==> src/sv/rile_pkg.sv <==
// rile_pkg: shared constants, command and status codes, and the
// controller/datapath handshake structs for the ring indexed list engine.
// No dependencies.
`timescale 1ns / 1ps
`default_nettype none
package rile_pkg;

  localparam int CAPACITY  = 256;
  localparam int WORD_BITS = 32;
  localparam int PTR_W     = $clog2(CAPACITY);
  localparam int CNT_W     = PTR_W + 1;
  localparam int CMD_W     = 4;
  localparam int ST_W      = 3;

  // command codes
  localparam logic [CMD_W-1:0] CMD_APPEND     = 4'd0;
  localparam logic [CMD_W-1:0] CMD_GET        = 4'd1;
  localparam logic [CMD_W-1:0] CMD_SET        = 4'd2;
  localparam logic [CMD_W-1:0] CMD_INSERT     = 4'd3;
  localparam logic [CMD_W-1:0] CMD_SEARCH     = 4'd4;
  localparam logic [CMD_W-1:0] CMD_REMOVE_AT  = 4'd5;
  localparam logic [CMD_W-1:0] CMD_REMOVE_VAL = 4'd6;
  localparam logic [CMD_W-1:0] CMD_CLEAR      = 4'd7;
  localparam logic [CMD_W-1:0] CMD_POP_BACK   = 4'd8;
  localparam logic [CMD_W-1:0] CMD_POP_FRONT  = 4'd9;
  localparam logic [CMD_W-1:0] CMD_PEEK_BACK  = 4'd10;
  localparam logic [CMD_W-1:0] CMD_PEEK_FRONT = 4'd11;

  // status codes
  localparam logic [ST_W-1:0] ST_OK       = 3'd0;
  localparam logic [ST_W-1:0] ST_BOUNDS   = 3'd1;
  localparam logic [ST_W-1:0] ST_NOTFOUND = 3'd2;
  localparam logic [ST_W-1:0] ST_EMPTY    = 3'd3;
  localparam logic [ST_W-1:0] ST_FULL     = 3'd4;

  localparam logic [CNT_W-1:0] CAP_COUNT = CNT_W'(CAPACITY);

  typedef struct packed {
    logic            load;        // capture input item
    logic            st_en;       // write result status
    logic [ST_W-1:0] st_code;
    logic            setup_ins;
    logic            setup_rem;
    logic            setup_read;
    logic            setup_scan;
    logic            walk;
    logic            scan;
    logic            found;
    logic            cap_val;
    logic            write_item;
    logic            clr;
    logic            fin_ins;
    logic            fin_rem;
    logic            publish;
  } rile_cmd_t;

  typedef struct packed {
    logic [CMD_W-1:0] cmd;
    logic             oob;        // idx >= count
    logic             over;       // idx > count
    logic             full;
    logic             empty;
    logic             match;
    logic             walk_done;
  } rile_stat_t;

endpackage
`default_nettype wire

==> src/sv/rile_ctrl.sv <==
// rile_ctrl: command sequencer and channel handshake for the list engine.
// Depends on rile_pkg.
`timescale 1ns / 1ps
`default_nettype none
module rile_ctrl
  import rile_pkg::*;
(
  input  wire logic       clk,
  input  wire logic       rst,
  input  wire logic       in_valid,
  output logic            in_stall,
  output logic            out_valid,
  input  wire logic       out_stall,
  input  wire rile_stat_t stat,
  output rile_cmd_t       ctl
);

  localparam logic [3:0] S_IDLE    = 4'd0;
  localparam logic [3:0] S_DISP    = 4'd1;
  localparam logic [3:0] S_RD1     = 4'd2;
  localparam logic [3:0] S_RD2     = 4'd3;
  localparam logic [3:0] S_MOVE    = 4'd4;
  localparam logic [3:0] S_FIN_INS = 4'd5;
  localparam logic [3:0] S_FIN_REM = 4'd6;
  localparam logic [3:0] S_SCAN    = 4'd7;
  localparam logic [3:0] S_DONE    = 4'd8;

  logic [3:0] state, state_next;
  logic       is_rem, is_rem_next;
  logic       out_free;

  assign in_stall = (state != S_IDLE);
  assign out_free = !out_valid || !out_stall;

  always_comb begin
    ctl         = '0;
    state_next  = state;
    is_rem_next = is_rem;
    case (state)
      S_IDLE: begin
        if (in_valid) begin
          ctl.load   = 1'b1;
          state_next = S_DISP;
        end
      end
      S_DISP: begin
        state_next  = S_DONE;
        is_rem_next = 1'b0;
        case (stat.cmd)
          CMD_APPEND: begin
            if (stat.full) begin
              ctl.st_en = 1'b1; ctl.st_code = ST_FULL;
            end else begin
              ctl.setup_ins = 1'b1; state_next = S_MOVE;
            end
          end
          CMD_INSERT: begin
            if (stat.over) begin
              ctl.st_en = 1'b1; ctl.st_code = ST_BOUNDS;
            end else if (stat.full) begin
              ctl.st_en = 1'b1; ctl.st_code = ST_FULL;
            end else begin
              ctl.setup_ins = 1'b1; state_next = S_MOVE;
            end
          end
          CMD_GET, CMD_REMOVE_AT: begin
            if (stat.oob) begin
              ctl.st_en = 1'b1; ctl.st_code = ST_BOUNDS;
            end else begin
              ctl.setup_read = 1'b1;
              is_rem_next    = (stat.cmd == CMD_REMOVE_AT);
              state_next     = S_RD1;
            end
          end
          CMD_PEEK_BACK, CMD_PEEK_FRONT, CMD_POP_BACK, CMD_POP_FRONT: begin
            if (stat.empty) begin
              ctl.st_en = 1'b1; ctl.st_code = ST_EMPTY;
            end else begin
              ctl.setup_read = 1'b1;
              is_rem_next    = (stat.cmd == CMD_POP_BACK) || (stat.cmd == CMD_POP_FRONT);
              state_next     = S_RD1;
            end
          end
          CMD_SET: begin
            if (stat.oob) begin
              ctl.st_en = 1'b1; ctl.st_code = ST_BOUNDS;
            end else begin
              ctl.write_item = 1'b1;
            end
          end
          CMD_SEARCH, CMD_REMOVE_VAL: begin
            ctl.setup_scan = 1'b1;
            state_next     = S_SCAN;
          end
          CMD_CLEAR: ctl.clr = 1'b1;
          default: begin
            ctl.st_en = 1'b1; ctl.st_code = ST_BOUNDS;
          end
        endcase
      end
      S_SCAN: begin
        ctl.scan = 1'b1;
        if (stat.match) begin
          ctl.found = 1'b1;
          if (stat.cmd == CMD_REMOVE_VAL) begin
            is_rem_next = 1'b1;
            state_next  = S_RD1;
          end else begin
            state_next = S_DONE;
          end
        end else if (stat.walk_done) begin
          ctl.st_en   = 1'b1;
          ctl.st_code = ST_NOTFOUND;
          state_next  = S_DONE;
        end
      end
      S_RD1: state_next = S_RD2;
      S_RD2: begin
        ctl.cap_val = 1'b1;
        if (is_rem) begin
          ctl.setup_rem = 1'b1;
          state_next    = S_MOVE;
        end else begin
          state_next = S_DONE;
        end
      end
      S_MOVE: begin
        ctl.walk = 1'b1;
        if (stat.walk_done) state_next = is_rem ? S_FIN_REM : S_FIN_INS;
      end
      S_FIN_INS: begin
        ctl.fin_ins = 1'b1; state_next = S_DONE;
      end
      S_FIN_REM: begin
        ctl.fin_rem = 1'b1; state_next = S_DONE;
      end
      S_DONE: begin
        if (out_free) begin
          ctl.publish = 1'b1; state_next = S_IDLE;
        end
      end
      default: state_next = S_IDLE;
    endcase
  end

  always_ff @(posedge clk) begin
    if (rst) begin
      state     <= S_IDLE;
      is_rem    <= 1'b0;
      out_valid <= 1'b0;
    end else begin
      state  <= state_next;
      is_rem <= is_rem_next;
      if (ctl.publish) begin
        out_valid <= 1'b1;
      end else if (!out_stall) begin
        out_valid <= 1'b0;
      end
    end
  end

endmodule
`default_nettype wire

==> config.mk <==
export PLATFORM = sky130hd
export DESIGN_NAME = rile_ctrl
export DESIGN_NICKNAME = d
export VERILOG_FILES = /design/src/sv/rile_pkg.sv /design/src/sv/rile_ctrl.sv
export SDC_FILE = /design/constraint.sdc
export NUM_CORES = 1
export LEC_CHECK = 0
export BUFFER_PORTS_ARGS = -buffer_cell sky130_fd_sc_hd__buf_2
export CORE_MARGIN = 1
export CORE_UTILIZATION = 52
export CTS_BUF_LIST = sky130_fd_sc_hd__clkbuf_8
export DETAILED_ROUTE_END_ITERATION = 12
export PLACE_DENSITY = 0.95
export RECOVER_POWER = 25
export REMOVE_ABC_BUFFERS = 1
export SYNTH_ARGS = -nofsm -noshare
export SYNTH_HDL_FRONTEND = slang
export SYNTH_SLANG_ARGS = --single-unit
==> constraint.sdc <==
create_clock -name clk -period 3.5 [get_ports clk]
set_input_delay 0.175 -clock clk [delete_from_list [all_inputs] [get_ports clk]]
set_output_delay 0.175 -clock clk [all_outputs]
set_load 0.1 [all_outputs]
==> flow_summary_export.csv <==
group,metric,value,unit
clock_network,clk_pin_slew,0.04,ns
critical_path,cp-end-kind,"primary output",
critical_path,cp_slowest_stage_delay,0.66,ns
cells_and_area,final_cells,155,
synthesis,ys_seq_elements,6,
min_path,holdCritPathClass,"input pin to register",
drt,vias,926,
clock_network,htree_levels,1,
drt,drcViolationCount,0,
synthesis,synth_fa_ha_area_share,0,%
synthesis,synth_compound_area_share,30.6,%
drt,detail-route-antenna-nets,0,
clock_network,post_cts_resized,0,
cells_and_area,stdcell_area,952,sq um
cells_and_area,n_fill_cell,116,
sta,fmax,410,MHz
clock_network,cts_tree,"yes",
cells_and_area,mostFrequentLayoutCells,"buf_2 (29), nor2_1 (15), a21oi_1 (9)",
critical_path,crit_chain,"or4b_1, a2111oi_4, buf_2",
sta,rsz0062_at_grt,"false",
clock_network,clock_path_buffers,2,
power,pwr_density_cell,378,mW/mm^2
clock_network,cts_hold_buf,0,
synthesis,seq_area_frac_synth,15.5,%
critical_path,crit_type,"register to primary output",
clock_network,clockRootBuffer,"clkbuf_8",
cells_and_area,fin_util,70.5,%
die,io_pins,34,
power,pwr-share-comb,47.1,%
critical_path,cp_max_fo,13,
sta,worst_slew_pin_slew,1.17,ns
clock_network,cts_buffers,3,
synthesis,synth_top_area_share,15.5,%
power,seqPwrFrac,24.1,%
synthesis,synthesis.area,777,sq um
synthesis,syn_avg_cell_area,6.88,sq um
synthesis,synthTopCellsByArea,"dfxtp_1 (15%), nor2_1 (7.2%), a21oi_1 (5.8%), nand2b_1 (4.8%), o21ai_0 (4.5%)",
grt,grt_pass1_wl,3260,um
grt,grt_pass1_vias,737,
run_status,outcome,"finished clean",
place,place.gp.congestion,0.945,
synthesis,synthDistinctLibCells,38,
sta,setup_viol,0,
drt,routed_wl,2140,um
sta,relSlewSlack,22.2,%
critical_path,cp_data_required_time,3.32,ns
clock_network,clock_latency,0.22,ns
drt,viasPerCell,5.97,
sta,hold_violations,0,
power,p_switching,0.173,mW
sta,period_minus_slack,2.44,ns
cells_and_area,area_growth,22.5,%
job,drv_cap,0,
die,die-area,0.00165,sq mm
drt,drt_pass1_iterations,4,
synthesis,synth-simple-area-share,45.7,%
die,die_width,40.7,um
grt,antenna_found_initial,0,
cells_and_area,antennaDiodeCount,0,
cells_and_area,final_common_cell,"buf_2",
synthesis,muxShareOfSynthArea,0,%
critical_path,cpMaxStageDelayCell,"or4b_1",
die,initial_core_util,57.6,%
critical_path,critical_path.startpoint_type,"register",
grt,grt-ovfl-total,0,
power,vdd_ir_drop_max,145,uV
die,rows,13,
power,p_sw_share,48.1,%
die,dieHeight,40.7,um
power,p_clk_share,28.7,%
sta,period_share,69.7,%
synthesis,synth.largest_area_cell,"dfxtp_1",
place,placed_cell_area,920,sq um
cells_and_area,nets,156,
place,dpl.hpwl,1600,um
clock_network,cts_sinks,6,
synthesis,synth_xor_xnor_area_share,0,%
power,p_int,0.187,mW
synthesis,syn_inst,113,
synthesis,synth_top_family_by_area,"simple AND/OR/NAND/NOR gates",
drt,drt-wirelength-per-cell,13.8,um
grt,grt_usage,29.1,%
die,core_area,0.00135,sq mm
clock_network,postCtsSetupBuffers,0,
drt,drtIter0Drc,42,
synthesis,yosysWarnings,0,
sta,setup_tns,0,ns
place,portBuffers,33,
cells_and_area,layout-drive-gt1-share,26.4,%
sta,finClkSkew,0.00321,ns
grt,grt_max_degree,14,
power,p_leak,0.402,nW
critical_path,worstPathArrival,2.27,ns
place,dp_cells,152,
sta,drv_slew,0,
-- through the flow --
stage               setup WS [ns]  hold slack [ns]  power (mW)
floorplan                  -0.571            0.244       0.219
global placement             1.44            0.418       0.255
detailed placement           1.36            0.428       0.258
CTS                          1.11            0.197       0.363
global route                0.935            0.209       0.378
finish                       1.06            0.200       0.360
-- critical path: cells and delay by family, from the launching register on --
| family | cells | cell delay [ns] |
|---|---|---|
| compound gates | 1 | 0.35 |
| buf+inv | 1 | 0.48 |
| flops | 1 | 0.55 |
| simple gates | 1 | 0.66 |
-- power groups by stage --
stage               clock network [mW]  logic [mW]  registers, mW
global placement                     0       0.169         0.0866
detailed placement                   0       0.171         0.0871
CTS                              0.105       0.172         0.0861
floorplan                            0       0.132         0.0869
finish                           0.103       0.170         0.0868
global route                     0.109       0.181         0.0875
-- layer usage --
metal	track usage [%]	wire, um
met1	38.8	986
met2	49.2	1070
met3	3.26	72
met4	7.50	10
met5	0	0
-- synth_stat cells, drive strengths merged --
cell type	instances
a2111oi	1
a211oi	3
a21oi	9
a221oi	1
a311oi	3
a32oi	2
and2	2
and2b	1
and3	1
and3b	1
buf	1
clkbuf	8
dfxtp	6
inv	6
nand2	8
nand2b	6
nand3b	2
nand4	2
nand4b	1
nor2	15
nor2b	2
nor3	7
nor3b	2
nor4	2
o211ai	3
o21a	1
o21ai	8
o22ai	2
o31ai	1
or2	2
or3b	2
or4b	2
-- state kept, by name, summed over array words and instances (netlist names) --
| register | flops |
|---|---|
| state | 4 |
| out_valid | 1 |
| is_rem | 1 |
-- cell families after synthesis --
group | Yosys count
simple gates | 58
flops | 6
buf+inv | 15
compound gates | 34
-- final timing paths --
check / from / slack, ns / cells after the start / endpoint
worst max-delay path: state[0]$_SDFFE_PP0P_ / 1.06 / 3 / ctl[12]
worst max register to register: state[0]$_SDFFE_PP0P_ / 1.57 / 4 / state[2]$_SDFFE_PP0P_
worst min register to register: out_valid$_SDFFE_PP0P_ / 0.50 / 2 / out_valid$_SDFFE_PP0P_
worst min-delay path: rst / 0.20 / 2 / out_valid$_SDFFE_PP0P_
-- cell type report --
| type | count | area (sq um) | area share, % |
|---|---|---|---|
| multi-input cells | 92 | 589 | 61.9 |
| repair buffers | 33 | 160 | 16.8 |
| flip-flops and latches | 6 | 120 | 12.6 |
| clock buffers | 3 | 41.3 | 4.34 |
| inverters | 6 | 22.5 | 2.37 |
| well taps | 15 | 18.8 | 1.97 |
Power figures use the tool's default switching activity.
